[src/hdl/midi_voice_allocator_unit_macros.svh]
// Assertion macros of the voice allocator, used by the voice sequencer mva_back.
// Each macro expects signals named clk and rst_n in the scope where it is used.
`ifndef MIDI_VOICE_ALLOCATOR_UNIT_MACROS_SVH
`define MIDI_VOICE_ALLOCATOR_UNIT_MACROS_SVH

// Same-cycle implication, checked outside reset.
`define MVA_ASSERT_NOW(lbl, ante, cons, msg) \
  lbl: assert property (@(posedge clk) disable iff (!rst_n) (ante) |-> (cons)) \
    else $error(msg);

// Next-cycle implication, checked outside reset.
`define MVA_ASSERT_NEXT(lbl, ante, cons, msg) \
  lbl: assert property (@(posedge clk) disable iff (!rst_n) (ante) |=> (cons)) \
    else $error(msg);

`endif

[src/hdl/mva_pkg.sv]
// Shared types and constants of the MIDI voice allocator.
// No dependencies; every module of the block imports this package.
package mva_pkg;

  localparam logic [7:0] STATUS_NOTE_OFF = 8'h80;
  localparam logic [7:0] STATUS_NOTE_ON  = 8'h90;
  localparam logic [7:0] STATUS_MASK     = 8'hF0;

  localparam logic       CFG_ALLOC_MODE  = 1'b0;
  localparam logic       CFG_VOICE_MASK  = 1'b1;

  localparam logic [3:0] NO_VOICE        = 4'hF;
  localparam int         Q_DEPTH         = 4;

  typedef enum logic [1:0] {
    MODE_SATURATE  = 2'd0,
    MODE_STEAL     = 2'd1,
    MODE_MONO_LOW  = 2'd2,
    MODE_MONO_HIGH = 2'd3
  } mode_t;

  typedef enum logic [1:0] {
    ACT_ON      = 2'd0,
    ACT_REVOICE = 2'd1,
    ACT_RETUNE  = 2'd2,
    ACT_OFF     = 2'd3
  } act_t;

  typedef logic [3:0] vid_t;

  typedef struct packed {
    logic       note_on;
    logic [6:0] note;
    logic [6:0] vel;
  } cmd_t;

  typedef struct packed {
    mode_t      mode;
    logic [7:0] mask;
  } cfg_t;

endpackage

[src/hdl/mva_if.sv]
// Valid/ready channel interfaces of the voice allocator: MIDI messages in,
// voice commands out. No dependencies.
interface mva_in_if;
  logic       valid;
  logic       ready;
  logic [7:0] first_byte;
  logic [6:0] second_byte;
  logic [6:0] third_byte;
  logic [2:0] byte_count;

  modport source (output valid, first_byte, second_byte, third_byte, byte_count,
                  input ready);
  modport sink (input valid, first_byte, second_byte, third_byte, byte_count,
                output ready);
endinterface

interface mva_out_if;
  logic       valid;
  logic       ready;
  logic [2:0] voice_index;
  logic [1:0] voice_action;
  logic [6:0] note_number;
  logic [6:0] velocity;
  logic       last_command;

  modport source (output valid, voice_index, voice_action, note_number, velocity,
                  last_command, input ready);
  modport sink (input valid, voice_index, voice_action, note_number, velocity,
                last_command, output ready);
endinterface

[src/hdl/mva_front.sv]
// Message classifier: keeps the running status and turns note messages into
// commands for the queue. Depends on mva_pkg and mva_in_if.
module mva_front (
  input  logic          clk,
  input  logic          rst_n,
  mva_in_if.sink        in_ch,
  input  logic          q_full,
  output logic          q_push,
  output mva_pkg::cmd_t q_cmd
);
  import mva_pkg::*;

  logic [3:0] rs_r;
  logic [3:0] rs_nxt;
  logic       acc;
  logic [7:0] hi4;
  logic [7:0] rs8;

  assign in_ch.ready = !q_full;
  assign acc         = in_ch.valid && !q_full;
  assign hi4         = in_ch.first_byte & STATUS_MASK;
  assign rs8         = {rs_r, 4'h0};

  always_comb begin
    rs_nxt  = rs_r;
    q_push  = 1'b0;
    q_cmd   = '0;
    if (hi4 == STATUS_NOTE_ON && in_ch.byte_count == 3'd3) begin
      rs_nxt        = STATUS_NOTE_ON[7:4];
      q_push        = acc;
      q_cmd.note_on = (in_ch.third_byte != 7'd0);
      q_cmd.note    = in_ch.second_byte;
      q_cmd.vel     = in_ch.third_byte;
    end else if (hi4 == STATUS_NOTE_OFF && in_ch.byte_count == 3'd3) begin
      rs_nxt     = STATUS_NOTE_OFF[7:4];
      q_push     = acc;
      q_cmd.note = in_ch.second_byte;
      q_cmd.vel  = in_ch.third_byte;
    end else if (in_ch.first_byte[7]) begin
      rs_nxt = hi4[7:4];
    end else if (in_ch.byte_count == 3'd2) begin
      q_cmd.note = in_ch.first_byte[6:0];
      q_cmd.vel  = in_ch.second_byte;
      if (rs8 == STATUS_NOTE_ON && in_ch.second_byte != 7'd0) begin
        q_push        = acc;
        q_cmd.note_on = 1'b1;
      end else if (rs8 == STATUS_NOTE_ON || rs8 == STATUS_NOTE_OFF) begin
        q_push = acc;
      end
    end
  end

  always_ff @(posedge clk) begin
    if (!rst_n) begin
      rs_r <= 4'h0;
    end else if (acc) begin
      rs_r <= rs_nxt;
    end
  end

endmodule

[src/hdl/mva_queue.sv]
// Short command queue between the classifier and the voice sequencer.
// Depends on mva_pkg.
module mva_queue (
  input  logic          clk,
  input  logic          rst_n,
  input  logic          push,
  input  mva_pkg::cmd_t push_cmd,
  output logic          full,
  input  logic          pop,
  output logic          valid,
  output mva_pkg::cmd_t head
);
  import mva_pkg::*;

  localparam int QAW = $clog2(Q_DEPTH);
  localparam int QCW = $clog2(Q_DEPTH + 1);

  cmd_t           slot_r [Q_DEPTH];
  logic [QAW-1:0] wp_r;
  logic [QAW-1:0] rp_r;
  logic [QCW-1:0] cnt_r;
  logic           do_pop;

  assign full   = (cnt_r == QCW'(Q_DEPTH));
  assign valid  = (cnt_r != '0);
  assign head   = slot_r[rp_r];
  assign do_pop = pop && valid;

  always_ff @(posedge clk) begin
    if (push) begin
      slot_r[wp_r] <= push_cmd;
    end
  end

  always_ff @(posedge clk) begin
    if (!rst_n) begin
      wp_r  <= '0;
      rp_r  <= '0;
      cnt_r <= '0;
    end else begin
      if (push) begin
        wp_r <= wp_r + 1'b1;
      end
      if (do_pop) begin
        rp_r <= rp_r + 1'b1;
      end
      if (push && !do_pop) begin
        cnt_r <= cnt_r + 1'b1;
      end else if (do_pop && !push) begin
        cnt_r <= cnt_r - 1'b1;
      end
    end
  end

endmodule

[src/hdl/mva_back.sv]
// Voice sequencer: note stack in a single-port-read memory, voice marks in flops,
// and the output register. Depends on mva_pkg, mva_out_if and the macro header.
`include "midi_voice_allocator_unit_macros.svh"

module mva_back #(
  parameter int NUM_VOICES,
  parameter int STACK_DEPTH
) (
  input  logic          clk,
  input  logic          rst_n,
  input  mva_pkg::cfg_t cfg,
  input  logic          q_valid,
  input  mva_pkg::cmd_t q_cmd,
  output logic          q_pop,
  mva_out_if.source     out_ch
);
  import mva_pkg::*;

  localparam int VW = (NUM_VOICES > 1) ? $clog2(NUM_VOICES) : 1;
  localparam int AW = $clog2(STACK_DEPTH);
  localparam int CW = $clog2(STACK_DEPTH + 1);

  typedef enum logic [15:0] {
    ST_IDLE    = 16'h0001,
    ST_SCAN    = 16'h0002,
    ST_REM     = 16'h0004,
    ST_PUSH    = 16'h0008,
    ST_EMIT    = 16'h0010,
    ST_STL_RD  = 16'h0020,
    ST_STL_CHK = 16'h0040,
    ST_POFF    = 16'h0080,
    ST_POFF_S  = 16'h0100,
    ST_POFF_RM = 16'h0200,
    ST_MON1    = 16'h0400,
    ST_MON2    = 16'h0800,
    ST_MOFF1   = 16'h1000,
    ST_MOFF2   = 16'h2000,
    ST_MOFF3   = 16'h4000,
    ST_MOFF4   = 16'h8000
  } st_t;

  st_t state_r, state_nxt, ret_r, ret_nxt;

  logic [6:0]    n_r, n_nxt, vel_r, vel_nxt, tgt_r, tgt_nxt, cur_r, cur_nxt;
  vid_t          cmpv_r, cmpv_nxt, mv_r, mv_nxt, push_v_r, push_v_nxt;
  logic [6:0]    push_n_r, push_n_nxt;
  logic [CW-1:0] count_r, count_nxt, rem_idx_r, rem_idx_nxt;
  logic [CW-1:0] sh_r, sh_nxt, rp_r, rp_nxt, sp_r, sp_nxt;
  logic          pend_r, pend_nxt, pv_r, pv_nxt;
  logic [AW-1:0] pa_r, pa_nxt, pidx_r, pidx_nxt;
  logic          fn_r, fn_nxt, fnv_r, fnv_nxt;
  logic [AW-1:0] fidx_r, fidx_nxt, fvidx_r, fvidx_nxt;
  logic [6:0]    mn_r, mn_nxt, mx_r, mx_nxt;
  vid_t          em_v_r, em_v_nxt;
  act_t          em_act_r, em_act_nxt;
  logic [6:0]    em_note_r, em_note_nxt, em_vel_r, em_vel_nxt;
  logic          em_last_r, em_last_nxt;

  logic          out_v_r;
  vid_t          out_v_idx_r;
  act_t          out_act_r;
  logic [6:0]    out_note_r, out_vel_r;
  logic          out_last_r;
  logic          out_ld;

  logic [10:0]   mem [STACK_DEPTH];
  logic [10:0]   rd_q;
  logic          mem_re, mem_we;
  logic [AW-1:0] mem_ra, mem_wa;
  logic [10:0]   mem_wd;

  logic [NUM_VOICES-1:0] taken_r;
  logic [6:0]            vnote_r [NUM_VOICES];
  logic                  vwt_en, vwn_en, vw_taken;
  vid_t                  vw_v;
  logic [6:0]            vw_note;

  logic [15:0]           mask_ext;
  logic [NUM_VOICES-1:0] en, match;
  logic                  free_found, any_en, m_found, m_more;
  vid_t                  free_idx, hi_en, m_idx;
  logic                  hi_mode, poly_mode;
  logic [6:0]            ext;
  logic [6:0]            rd_note;
  logic [3:0]            rd_voice;

  assign mask_ext  = {8'h00, cfg.mask};
  assign hi_mode   = (cfg.mode == MODE_MONO_HIGH);
  assign poly_mode = (cfg.mode == MODE_SATURATE) || (cfg.mode == MODE_STEAL);
  assign ext       = hi_mode ? mx_r : mn_r;
  assign rd_note   = rd_q[10:4];
  assign rd_voice  = rd_q[3:0];

  always_comb begin
    free_found = 1'b0;
    free_idx   = '0;
    any_en     = 1'b0;
    hi_en      = '0;
    m_found    = 1'b0;
    m_more     = 1'b0;
    m_idx      = '0;
    for (int c = 0; c < NUM_VOICES; c++) begin
      en[c]    = mask_ext[c];
      match[c] = en[c] && taken_r[c] && (vnote_r[c] == n_r);
      if (!free_found && en[c] && !taken_r[c]) begin
        free_found = 1'b1;
        free_idx   = vid_t'(c);
      end
      if (en[c]) begin
        any_en = 1'b1;
        hi_en  = vid_t'(c);
      end
      if (match[c]) begin
        if (m_found) begin
          m_more = 1'b1;
        end else begin
          m_found = 1'b1;
          m_idx   = vid_t'(c);
        end
      end
    end
  end

  always_comb begin
    state_nxt   = state_r;
    ret_nxt     = ret_r;
    n_nxt       = n_r;
    vel_nxt     = vel_r;
    tgt_nxt     = tgt_r;
    cur_nxt     = cur_r;
    cmpv_nxt    = cmpv_r;
    mv_nxt      = mv_r;
    push_n_nxt  = push_n_r;
    push_v_nxt  = push_v_r;
    count_nxt   = count_r;
    rem_idx_nxt = rem_idx_r;
    sh_nxt      = sh_r;
    rp_nxt      = rp_r;
    sp_nxt      = sp_r;
    pend_nxt    = pend_r;
    pa_nxt      = pa_r;
    pv_nxt      = pv_r;
    pidx_nxt    = pidx_r;
    fn_nxt      = fn_r;
    fidx_nxt    = fidx_r;
    fnv_nxt     = fnv_r;
    fvidx_nxt   = fvidx_r;
    mn_nxt      = mn_r;
    mx_nxt      = mx_r;
    em_v_nxt    = em_v_r;
    em_act_nxt  = em_act_r;
    em_note_nxt = em_note_r;
    em_vel_nxt  = em_vel_r;
    em_last_nxt = em_last_r;
    q_pop       = 1'b0;
    out_ld      = 1'b0;
    mem_re      = 1'b0;
    mem_ra      = '0;
    mem_we      = 1'b0;
    mem_wa      = '0;
    mem_wd      = '0;
    vwt_en      = 1'b0;
    vwn_en      = 1'b0;
    vw_taken    = 1'b0;
    vw_v        = '0;
    vw_note     = '0;

    case (state_r)
      ST_IDLE: begin
        if (q_valid) begin
          q_pop   = 1'b1;
          n_nxt   = q_cmd.note;
          vel_nxt = q_cmd.vel;
          tgt_nxt = q_cmd.note;
          if (poly_mode) begin
            if (!q_cmd.note_on) begin
              state_nxt = ST_POFF;
            end else if (free_found) begin
              em_v_nxt    = free_idx;
              em_act_nxt  = ACT_ON;
              em_note_nxt = q_cmd.note;
              em_vel_nxt  = q_cmd.vel;
              em_last_nxt = 1'b1;
              vwt_en      = 1'b1;
              vwn_en      = 1'b1;
              vw_taken    = 1'b1;
              vw_v        = free_idx;
              vw_note     = q_cmd.note;
              push_n_nxt  = q_cmd.note;
              push_v_nxt  = free_idx;
              state_nxt   = ST_EMIT;
              ret_nxt     = ST_PUSH;
            end else if (cfg.mode == MODE_STEAL && count_r != '0) begin
              state_nxt = ST_STL_RD;
            end
          end else begin
            state_nxt = ST_SCAN;
            ret_nxt   = q_cmd.note_on ? ST_MON1 : ST_MOFF1;
          end
        end
      end

      ST_SCAN: begin
        if (sp_r < count_r) begin
          mem_re   = 1'b1;
          mem_ra   = sp_r[AW-1:0];
          sp_nxt   = sp_r + 1'b1;
          pv_nxt   = 1'b1;
          pidx_nxt = sp_r[AW-1:0];
        end else begin
          pv_nxt = 1'b0;
        end
        if (pv_r) begin
          if (rd_note == tgt_r && !fn_r) begin
            fn_nxt   = 1'b1;
            fidx_nxt = pidx_r;
          end
          if (rd_note == tgt_r && rd_voice == cmpv_r && !fnv_r) begin
            fnv_nxt   = 1'b1;
            fvidx_nxt = pidx_r;
          end
          if (rd_note < mn_r) begin
            mn_nxt = rd_note;
          end
          if (rd_note > mx_r) begin
            mx_nxt = rd_note;
          end
        end
        if (sp_r >= count_r && !pv_r) begin
          state_nxt = ret_r;
        end
      end

      ST_REM: begin
        if (rp_r < count_r) begin
          mem_re   = 1'b1;
          mem_ra   = rp_r[AW-1:0];
          pend_nxt = 1'b1;
          pa_nxt   = AW'(rp_r - 1'b1);
          rp_nxt   = rp_r + 1'b1;
        end else begin
          pend_nxt = 1'b0;
        end
        if (pend_r) begin
          mem_we = 1'b1;
          mem_wa = pa_r;
          mem_wd = rd_q;
        end
        if (rp_r >= count_r && !pend_r) begin
          count_nxt = count_r - 1'b1;
          state_nxt = ret_r;
        end
      end

      ST_PUSH: begin
        if (sh_r != '0) begin
          mem_re   = 1'b1;
          mem_ra   = AW'(sh_r - 1'b1);
          pend_nxt = 1'b1;
          pa_nxt   = sh_r[AW-1:0];
          sh_nxt   = sh_r - 1'b1;
        end else begin
          pend_nxt = 1'b0;
        end
        if (pend_r) begin
          mem_we = 1'b1;
          mem_wa = pa_r;
          mem_wd = rd_q;
        end else if (sh_r == '0) begin
          mem_we    = 1'b1;
          mem_wa    = '0;
          mem_wd    = {push_n_r, push_v_r};
          count_nxt = (count_r >= CW'(STACK_DEPTH)) ? CW'(STACK_DEPTH) : count_r + 1'b1;
          state_nxt = ST_IDLE;
        end
      end

      ST_EMIT: begin
        if (!out_v_r || out_ch.ready) begin
          out_ld    = 1'b1;
          state_nxt = ret_r;
        end
      end

      ST_STL_RD: begin
        mem_re    = 1'b1;
        mem_ra    = AW'(count_r - 1'b1);
        state_nxt = ST_STL_CHK;
      end

      ST_STL_CHK: begin
        count_nxt = count_r - 1'b1;
        state_nxt = ST_IDLE;
        if (rd_voice != NO_VOICE && {1'b0, rd_voice} < 5'(NUM_VOICES)) begin
          em_v_nxt    = rd_voice;
          em_act_nxt  = ACT_REVOICE;
          em_note_nxt = n_r;
          em_vel_nxt  = vel_r;
          em_last_nxt = 1'b1;
          vwt_en      = 1'b1;
          vwn_en      = 1'b1;
          vw_taken    = 1'b1;
          vw_v        = rd_voice;
          vw_note     = n_r;
          push_n_nxt  = n_r;
          push_v_nxt  = rd_voice;
          state_nxt   = ST_EMIT;
          ret_nxt     = ST_PUSH;
        end
      end

      ST_POFF: begin
        if (!m_found) begin
          state_nxt = ST_IDLE;
        end else begin
          em_v_nxt    = m_idx;
          em_act_nxt  = ACT_OFF;
          em_note_nxt = n_r;
          em_vel_nxt  = vel_r;
          em_last_nxt = !m_more;
          vwt_en      = 1'b1;
          vwn_en      = 1'b1;
          vw_v        = m_idx;
          cmpv_nxt    = m_idx;
          state_nxt   = ST_EMIT;
          ret_nxt     = ST_POFF_S;
        end
      end

      ST_POFF_S: begin
        state_nxt = ST_SCAN;
        ret_nxt   = ST_POFF_RM;
      end

      ST_POFF_RM: begin
        state_nxt = ST_POFF;
        if (fnv_r) begin
          rem_idx_nxt = CW'(fvidx_r);
          state_nxt   = ST_REM;
          ret_nxt     = ST_POFF;
        end
      end

      ST_MON1: begin
        if (count_r != '0 && (hi_mode ? (n_r <= mx_r) : (n_r >= mn_r))) begin
          push_n_nxt = n_r;
          push_v_nxt = NO_VOICE;
          state_nxt  = ST_PUSH;
        end else if (count_r == '0) begin
          push_n_nxt = n_r;
          if (!any_en) begin
            push_v_nxt = NO_VOICE;
            state_nxt  = ST_PUSH;
          end else begin
            mv_nxt      = hi_en;
            em_v_nxt    = hi_en;
            em_act_nxt  = ACT_ON;
            em_note_nxt = n_r;
            em_vel_nxt  = vel_r;
            em_last_nxt = 1'b1;
            vwt_en      = 1'b1;
            vwn_en      = 1'b1;
            vw_taken    = 1'b1;
            vw_v        = hi_en;
            vw_note     = n_r;
            push_v_nxt  = hi_en;
            state_nxt   = ST_EMIT;
            ret_nxt     = ST_PUSH;
          end
        end else begin
          tgt_nxt   = ext;
          cur_nxt   = ext;
          state_nxt = ST_SCAN;
          ret_nxt   = ST_MON2;
        end
      end

      ST_MON2: begin
        if (fn_r) begin
          mem_we = 1'b1;
          mem_wa = fidx_r;
          mem_wd = {cur_r, NO_VOICE};
        end
        em_v_nxt    = mv_r;
        em_act_nxt  = ACT_RETUNE;
        em_note_nxt = n_r;
        em_vel_nxt  = 7'd0;
        em_last_nxt = 1'b1;
        vwn_en      = 1'b1;
        vw_v        = mv_r;
        vw_note     = n_r;
        push_n_nxt  = n_r;
        push_v_nxt  = mv_r;
        state_nxt   = ST_EMIT;
        ret_nxt     = ST_PUSH;
      end

      ST_MOFF1: begin
        state_nxt = ST_IDLE;
        if (fn_r) begin
          cur_nxt     = ext;
          rem_idx_nxt = CW'(fidx_r);
          state_nxt   = ST_REM;
          ret_nxt     = ST_MOFF2;
        end
      end

      ST_MOFF2: begin
        if (n_r != cur_r) begin
          state_nxt = ST_IDLE;
        end else if (count_r != '0) begin
          state_nxt = ST_SCAN;
          ret_nxt   = ST_MOFF3;
        end else begin
          em_v_nxt    = mv_r;
          em_act_nxt  = ACT_OFF;
          em_note_nxt = n_r;
          em_vel_nxt  = vel_r;
          em_last_nxt = 1'b1;
          vwt_en      = 1'b1;
          vwn_en      = 1'b1;
          vw_v        = mv_r;
          state_nxt   = ST_EMIT;
          ret_nxt     = ST_IDLE;
        end
      end

      ST_MOFF3: begin
        tgt_nxt   = ext;
        cur_nxt   = ext;
        state_nxt = ST_SCAN;
        ret_nxt   = ST_MOFF4;
      end

      ST_MOFF4: begin
        if (fn_r) begin
          mem_we = 1'b1;
          mem_wa = fidx_r;
          mem_wd = {cur_r, mv_r};
        end
        em_v_nxt    = mv_r;
        em_act_nxt  = ACT_RETUNE;
        em_note_nxt = cur_r;
        em_vel_nxt  = 7'd0;
        em_last_nxt = 1'b1;
        vwn_en      = 1'b1;
        vw_v        = mv_r;
        vw_note     = cur_r;
        state_nxt   = ST_EMIT;
        ret_nxt     = ST_IDLE;
      end

      default: begin
        state_nxt = ST_IDLE;
      end
    endcase

    if (state_nxt != state_r) begin
      if (state_nxt == ST_SCAN) begin
        sp_nxt  = '0;
        pv_nxt  = 1'b0;
        fn_nxt  = 1'b0;
        fnv_nxt = 1'b0;
        mn_nxt  = 7'h7F;
        mx_nxt  = 7'h00;
      end else if (state_nxt == ST_REM) begin
        rp_nxt   = rem_idx_nxt + 1'b1;
        pend_nxt = 1'b0;
      end else if (state_nxt == ST_PUSH) begin
        sh_nxt   = (count_r >= CW'(STACK_DEPTH)) ? CW'(STACK_DEPTH - 1) : count_r;
        pend_nxt = 1'b0;
      end
    end
  end

  always_ff @(posedge clk) begin
    if (mem_we) begin
      mem[mem_wa] <= mem_wd;
    end
    if (mem_re) begin
      rd_q <= mem[mem_ra];
    end
  end

  always_ff @(posedge clk) begin
    if (!rst_n) begin
      state_r <= ST_IDLE;
      ret_r   <= ST_IDLE;
      count_r <= '0;
      mv_r    <= '0;
      out_v_r <= 1'b0;
      taken_r <= '0;
      for (int c = 0; c < NUM_VOICES; c++) begin
        vnote_r[c] <= 7'd0;
      end
    end else begin
      state_r <= state_nxt;
      ret_r   <= ret_nxt;
      count_r <= count_nxt;
      mv_r    <= mv_nxt;
      if (out_ld) begin
        out_v_r <= 1'b1;
      end else if (out_ch.ready) begin
        out_v_r <= 1'b0;
      end
      if (vwt_en) begin
        taken_r[vw_v[VW-1:0]] <= vw_taken;
      end
      if (vwn_en) begin
        vnote_r[vw_v[VW-1:0]] <= vw_note;
      end
    end
  end

  always_ff @(posedge clk) begin
    n_r       <= n_nxt;
    vel_r     <= vel_nxt;
    tgt_r     <= tgt_nxt;
    cur_r     <= cur_nxt;
    cmpv_r    <= cmpv_nxt;
    push_n_r  <= push_n_nxt;
    push_v_r  <= push_v_nxt;
    rem_idx_r <= rem_idx_nxt;
    sh_r      <= sh_nxt;
    rp_r      <= rp_nxt;
    sp_r      <= sp_nxt;
    pend_r    <= pend_nxt;
    pa_r      <= pa_nxt;
    pv_r      <= pv_nxt;
    pidx_r    <= pidx_nxt;
    fn_r      <= fn_nxt;
    fidx_r    <= fidx_nxt;
    fnv_r     <= fnv_nxt;
    fvidx_r   <= fvidx_nxt;
    mn_r      <= mn_nxt;
    mx_r      <= mx_nxt;
    em_v_r    <= em_v_nxt;
    em_act_r  <= em_act_nxt;
    em_note_r <= em_note_nxt;
    em_vel_r  <= em_vel_nxt;
    em_last_r <= em_last_nxt;
    if (out_ld) begin
      out_v_idx_r <= em_v_r;
      out_act_r   <= em_act_r;
      out_note_r  <= em_note_r;
      out_vel_r   <= em_vel_r;
      out_last_r  <= em_last_r;
    end
  end

  assign out_ch.valid        = out_v_r;
  assign out_ch.voice_index  = out_v_idx_r[2:0];
  assign out_ch.voice_action = out_act_r;
  assign out_ch.note_number  = out_note_r;
  assign out_ch.velocity     = out_vel_r;
  assign out_ch.last_command = out_last_r;

  `MVA_ASSERT_NOW(a_count_bound, 1'b1, count_r <= CW'(STACK_DEPTH), "stack count above depth")
  `MVA_ASSERT_NOW(a_scan_ptr, state_r == ST_SCAN, sp_r <= count_r, "scan pointer past stack top")
  `MVA_ASSERT_NEXT(a_push_grows, state_r == ST_PUSH && !pend_r && sh_r == '0, count_r != '0, "stack empty after push")

endmodule

[src/hdl/midi_voice_allocator_unit.sv]
// MIDI voice allocator: classifies note messages, tracks held notes and issues
// voice generator commands in four allocation modes. Top level; depends on
// mva_pkg, mva_if, mva_front, mva_queue and mva_back.
//
// One MIDI message per transfer on in_msg; each produces zero or more voice
// commands on out_cmd, the final one flagged by last_command. Messages are
// classified at once and wait in a four-entry queue; the sequencer then works
// on one message at a time. Its work is set by the note stack memory, read one
// entry per cycle: a polyphonic note on pushes the note, which shifts the stack,
// a monophonic note on or off scans the stack before it pushes or removes, and
// a polyphonic note off scans and removes once for each voice it releases. The
// stack holds at most STACK_DEPTH notes. A stalled out_cmd holds the sequencer;
// the queue keeps taking messages until it is full. Configuration is written
// through cfg_we, cfg_idx and cfg_wdata; the user must do so only while no
// message is in flight, as the block itself does not enforce this.
module midi_voice_allocator_unit #(
  parameter int NUM_VOICES  = 8,
  parameter int STACK_DEPTH = 16
) (
  input  logic       clk,
  input  logic       rst_n,
  input  logic       cfg_we,
  input  logic       cfg_idx,
  input  logic [7:0] cfg_wdata,
  mva_in_if.sink     in_msg,
  mva_out_if.source  out_cmd
);
  import mva_pkg::*;

  cfg_t cfg_r;
  logic q_full, q_push, q_pop, q_valid;
  cmd_t push_cmd, head_cmd;

  always_ff @(posedge clk) begin
    if (!rst_n) begin
      cfg_r.mode <= MODE_SATURATE;
      cfg_r.mask <= 8'hFF;
    end else if (cfg_we) begin
      case (cfg_idx)
        CFG_ALLOC_MODE: cfg_r.mode <= mode_t'(cfg_wdata[1:0]);
        CFG_VOICE_MASK: cfg_r.mask <= cfg_wdata;
        default: cfg_r <= cfg_r;
      endcase
    end
  end

  mva_front u_front (
    .clk    (clk),
    .rst_n  (rst_n),
    .in_ch  (in_msg),
    .q_full (q_full),
    .q_push (q_push),
    .q_cmd  (push_cmd)
  );

  mva_queue u_queue (
    .clk      (clk),
    .rst_n    (rst_n),
    .push     (q_push),
    .push_cmd (push_cmd),
    .full     (q_full),
    .pop      (q_pop),
    .valid    (q_valid),
    .head     (head_cmd)
  );

  mva_back #(
    .NUM_VOICES  (NUM_VOICES),
    .STACK_DEPTH (STACK_DEPTH)
  ) u_back (
    .clk     (clk),
    .rst_n   (rst_n),
    .cfg     (cfg_r),
    .q_valid (q_valid),
    .q_cmd   (head_cmd),
    .q_pop   (q_pop),
    .out_ch  (out_cmd)
  );

endmodule

[src/flat_wrapper.sv]
// flat-port wrapper written by rule: the top's interface ports become plain ports
module midi_voice_allocator_unit_flat import mva_pkg::*;
#(
  parameter int NUM_VOICES  = 8,
  parameter int STACK_DEPTH = 16
)
  (clk, rst_n, cfg_we, cfg_idx, cfg_wdata, in_msg_valid, in_msg_first_byte, in_msg_second_byte, in_msg_third_byte, in_msg_byte_count, in_msg_ready, out_cmd_valid, out_cmd_voice_index, out_cmd_voice_action, out_cmd_note_number, out_cmd_velocity, out_cmd_last_command, out_cmd_ready);
  mva_in_if in_msg_i ();
  mva_out_if out_cmd_i ();
  input  logic clk;
  input  logic rst_n;
  input  logic cfg_we;
  input  logic cfg_idx;
  input  logic [7:0] cfg_wdata;
  input wire logic [$bits(in_msg_i.valid)-1:0] in_msg_valid;
  input wire logic [$bits(in_msg_i.first_byte)-1:0] in_msg_first_byte;
  input wire logic [$bits(in_msg_i.second_byte)-1:0] in_msg_second_byte;
  input wire logic [$bits(in_msg_i.third_byte)-1:0] in_msg_third_byte;
  input wire logic [$bits(in_msg_i.byte_count)-1:0] in_msg_byte_count;
  output wire logic [$bits(in_msg_i.ready)-1:0] in_msg_ready;
  output wire logic [$bits(out_cmd_i.valid)-1:0] out_cmd_valid;
  output wire logic [$bits(out_cmd_i.voice_index)-1:0] out_cmd_voice_index;
  output wire logic [$bits(out_cmd_i.voice_action)-1:0] out_cmd_voice_action;
  output wire logic [$bits(out_cmd_i.note_number)-1:0] out_cmd_note_number;
  output wire logic [$bits(out_cmd_i.velocity)-1:0] out_cmd_velocity;
  output wire logic [$bits(out_cmd_i.last_command)-1:0] out_cmd_last_command;
  input wire logic [$bits(out_cmd_i.ready)-1:0] out_cmd_ready;
  assign in_msg_i.valid = in_msg_valid;
  assign in_msg_i.first_byte = in_msg_first_byte;
  assign in_msg_i.second_byte = in_msg_second_byte;
  assign in_msg_i.third_byte = in_msg_third_byte;
  assign in_msg_i.byte_count = in_msg_byte_count;
  assign in_msg_ready = in_msg_i.ready;
  assign out_cmd_valid = out_cmd_i.valid;
  assign out_cmd_voice_index = out_cmd_i.voice_index;
  assign out_cmd_voice_action = out_cmd_i.voice_action;
  assign out_cmd_note_number = out_cmd_i.note_number;
  assign out_cmd_velocity = out_cmd_i.velocity;
  assign out_cmd_last_command = out_cmd_i.last_command;
  assign out_cmd_i.ready = out_cmd_ready;
  midi_voice_allocator_unit #(.NUM_VOICES(NUM_VOICES), .STACK_DEPTH(STACK_DEPTH)) u_core (.clk(clk), .rst_n(rst_n), .cfg_we(cfg_we), .cfg_idx(cfg_idx), .cfg_wdata(cfg_wdata), .in_msg(in_msg_i), .out_cmd(out_cmd_i));
endmodule
[config.mk]
export PLATFORM = sky130hd
export DESIGN_NAME = midi_voice_allocator_unit_flat
export DESIGN_NICKNAME = d
export VERILOG_FILES = /design/src/hdl/mva_pkg.sv /design/src/hdl/mva_if.sv /design/src/hdl/mva_front.sv /design/src/hdl/mva_queue.sv /design/src/hdl/mva_back.sv /design/src/hdl/midi_voice_allocator_unit.sv /design/src/flat_wrapper.sv
export VERILOG_INCLUDE_DIRS = /design/src /design/src/hdl
export SDC_FILE = /design/constraint.sdc
export NUM_CORES = 1
export LEC_CHECK = 0
export ABC_CLOCK_PERIOD_IN_PS = 4500
export BUFFER_PORTS_ARGS = -buffer_cell sky130_fd_sc_hd__clkbuf_2
export CORE_AREA = 2 2 317 194
export DETAILED_ROUTE_END_ITERATION = 6
export DIE_AREA = 0 0 319 196
export HOLD_SLACK_MARGIN = 0.1
export SYNTH_ARGS = -nofsm -noshare
export SYNTH_HDL_FRONTEND = slang
export SYNTH_SLANG_ARGS = --single-unit
[constraint.sdc]
create_clock -name clk -period 4.5 [get_ports clk]
set_input_delay 0 -clock clk [delete_from_list [all_inputs] [get_ports clk]]
set_output_delay 0 -clock clk [all_outputs]
set_load 0.005 [all_outputs]
==> flow_summary.ini <==
[run_status]
status = finished with violations
violations = design-rule violations

[die]
die_h_um = 196
start_util = 0.3942
dieArea_um2 = 62520
ioPinCount = 61
num_rows = 70
die_x_um = 319
coreArea_um2 = 59910

[yosys]
synth_fa_ha_area_frac = 0.02936
yosysSeqAreaShare = 0.5981
synth-edff-count = 401
synth-xor-area-share = 0.03450
synth.area.mux_share = 0.07763
synth_top_family_by_area = simple AND/OR/NAND/NOR gates
synth_compound_area_frac = 0.09660
yosys_warnings = 0
yosysTopAreaCell = edfxtp_1
async_reset_ff_frac = 0
synth_fp_nets = 2005
yosys.area_share.simple = 0.1380
synthCells = 1912
synthFlopType = edfxtp_1
synth_common_cells = edfxtp_1 (401), nor2_1 (180), nand2_1 (154), mux2i_1 (119), dfxtp_1 (104)
synth.distinct_cells = 89
synth.top_cell.area_share = 0.5100
avgSynthCellArea_um2 = 12.35
synth_area_leaders = edfxtp_1 (51%), dfxtp_1 (8.8%), mux2i_1 (5.0%), nor2_1 (2.9%), ha_1 (2.8%)
syn_area_um2 = 23610
ys_seq_elements = 505
yosysMostFrequentCell = edfxtp_1

[timing]
tightest_slew_ns = 1.126
final_max_slew_viol_count = 0
post-route-min-period_ns = 4.196
hold_viol = 0
fmax_mhz = 238.3
finalSetupTns_ns = 0
min_period_over_period = 0.9323
fin_ws_ns = 0.3044
setup_violations = 0
slew-limit-headroom = 0.2467
clock_skew_ns = 0.01739
rsz0062_at_grt = false

[clock_tree]
cts_buffer_depth = 3
cts_buffers = 48
cts_tree = built
ctsResizeCount = 0
cts.clk_slew.worst_paths_ns = 0.07
cts_htree_levels = 2
clk_latency_ns = 0.60
clockRootBuffer = clkbuf_16
clock-sinks = 505

[grt]
antenna_found_initial = 2
gr-usage-all-layers = 0.2092
grt-ovfl-total = 0
use_met3 = 0.05131
top_usage_layer = met1
grt_use_met2 = 0.2782
use_met1 = 0.3384
grt_max_degree = 38
grt_first_pass_wirelength_mm = 99.23
grt_pass1_vias = 15730

[power_and_ir_drop]
ir_drop_uv = 338.6
power.density_nw_per_um2 = 437.2
leakagePower_uw = 0.01068

[critical_path]
critPathRequiredTime_ns = 4.76
cp_max_fo = 10
cp-end-kind = register
worstSetupStartpointType = register
critPathKind = register to register
critPathArrivalTime_ns = 4.46

[placement]
hpwl_mm = 47.93
globalplace.congestion = 0.9571
place_ws_ns = 0.4518
port_buffers = 60

[routing]
route.vias.total = 16660
routedWlPerCell_um = 22.83
drc = 2
ant_nets = 0
viasPerCell = 5.695
drt-pass1-iter-count = 7
drtIter0Drc = 1972
wirelength_mm = 66.79

[flow_run]
cap_violations = 0

[hold_path]
min_path_type = input pin to register

[final_layout]
n_antenna_cell = 0
area_growth_pct = 16.02
fin_nets = 2189
fillers = 5467
drive_above_1_share = 0.1481
==> kinds of logic (layout without fill, tap and decap cells) <==
kind of cell,Yosys count,in the layout
buf+inv,140,362
mux,161,161
fa+ha+maj,55,55
compound gates,319,319
simple gates,639,639
xor+xnor,93,93
flops,505,505
==> sequential cells by signal, indices dropped and copies added (netlist names), 8 cells and up, named ones only <==
signal	count
u_core.u_queue.slot_r	60
u_core.u_back.vnote_r	56
u_core.u_back.mem	176
u_core.u_back.rd_q	11
u_core.cfg_r	10
u_core.u_back.state_r	16
u_core.u_back.taken_r	8
u_core.u_back.ret_r	11
==> layer usage <==
layer / routed length [um] / vias to the layer above / share of wire
met5: 0 / - / 0
met4: 997 / 0 / 0.015
met3: 6493 / 74 / 0.097
met2: 26030 / 679 / 0.39
met1: 33270 / 8281 / 0.50
li1: - / 7629 / -
==> final timing paths <==
path,from,to,slack (ns),cells past startpoint
max,u_core.u_back.n_r[4],u_core.u_back.vnote_r[0][4],0.30,9
min,in_msg_byte_count[0],u_core.u_queue.slot_r[0][11],0.19,4
max reg2reg,u_core.u_back.n_r[4],u_core.u_back.vnote_r[0][4],0.30,9
min reg2reg,u_core.u_back.em_note_r[4],u_core.u_back.out_ch.note_number[4],0.42,0
==> area by class of cell <==
type	count	area [um^2]	area share
clock buffers	61	1281	0.04677
clock inverters	27	196.4	0.007170
inverters	54	202.7	0.007399
multi-input cells	1267	8922	0.3257
flip-flops and latches	505	14120	0.5155
well taps	792	991.0	0.03617
repair buffers	220	1679	0.06129
==> critical path: stages, from the launching register on <==
cell and delay, ns:
edfxtp_1 0.68, xor2_1 0.26, nor4_1 0.66, and4_1 0.35, o21ai_0 0.12, o2bb2ai_1 0.25
a221oi_1 0.68, o211a_1 0.32, nand2_1 0.21, nand2_1 0.32
==> power by group <==
| group | leakage, uW | switching, uW | internal [uW] |
|---|---|---|---|
| registers | 0.00502 | 368 | 5470 |
| logic | 0.00493 | 1360 | 892 |
| clock network | 0.000729 | 1800 | 2090 |
| total | 0.0107 | 3530 | 8450 |
==> cell usage in the layout (no fill, tap or decap), types with 29 or more instances in the layout <==
cell type	synthesis	final
edfxtp_1	401	401
nor2_1	180	179
nand2_1	154	154
mux2i_1	119	119
dfxtp_1	104	104
buf_4	6	97
a21oi_1	65	65
dlygate4sd3_1	0	61
clkbuf_2	0	60
inv_1	53	53
nand3_1	53	53
ha_1	53	53
xnor2_1	49	49
o21ai_0	49	49
clkbuf_16	0	49
xor2_1	44	44
nand4_1	30	30
nor2b_1	29	29
==> metrics by stage <==
stage	cells	utilization	area (um^2)	total power, uW	hold slack [ns]
finish	2926	0.4573	27400	11980	0.1850
global route	2926	0.4573	27400	12450	0.1647
CTS	2921	0.4567	27360	11990	0.1118
detailed placement	2772	0.4218	25270	8048	0.2324
global placement	2772	0.4218	25270	8017	0.2298
floorplan	1912	-	23610	7198	0.1240
==> repair_timing <==
action | in CTS | in global routing
endpoints found under the hold margin | 78 | 0
setup endpoints to repair | 0 | 7
hold buffers | 61 | 0
setup buffers | 0 | 5
Power figures use the tool's default switching activity.
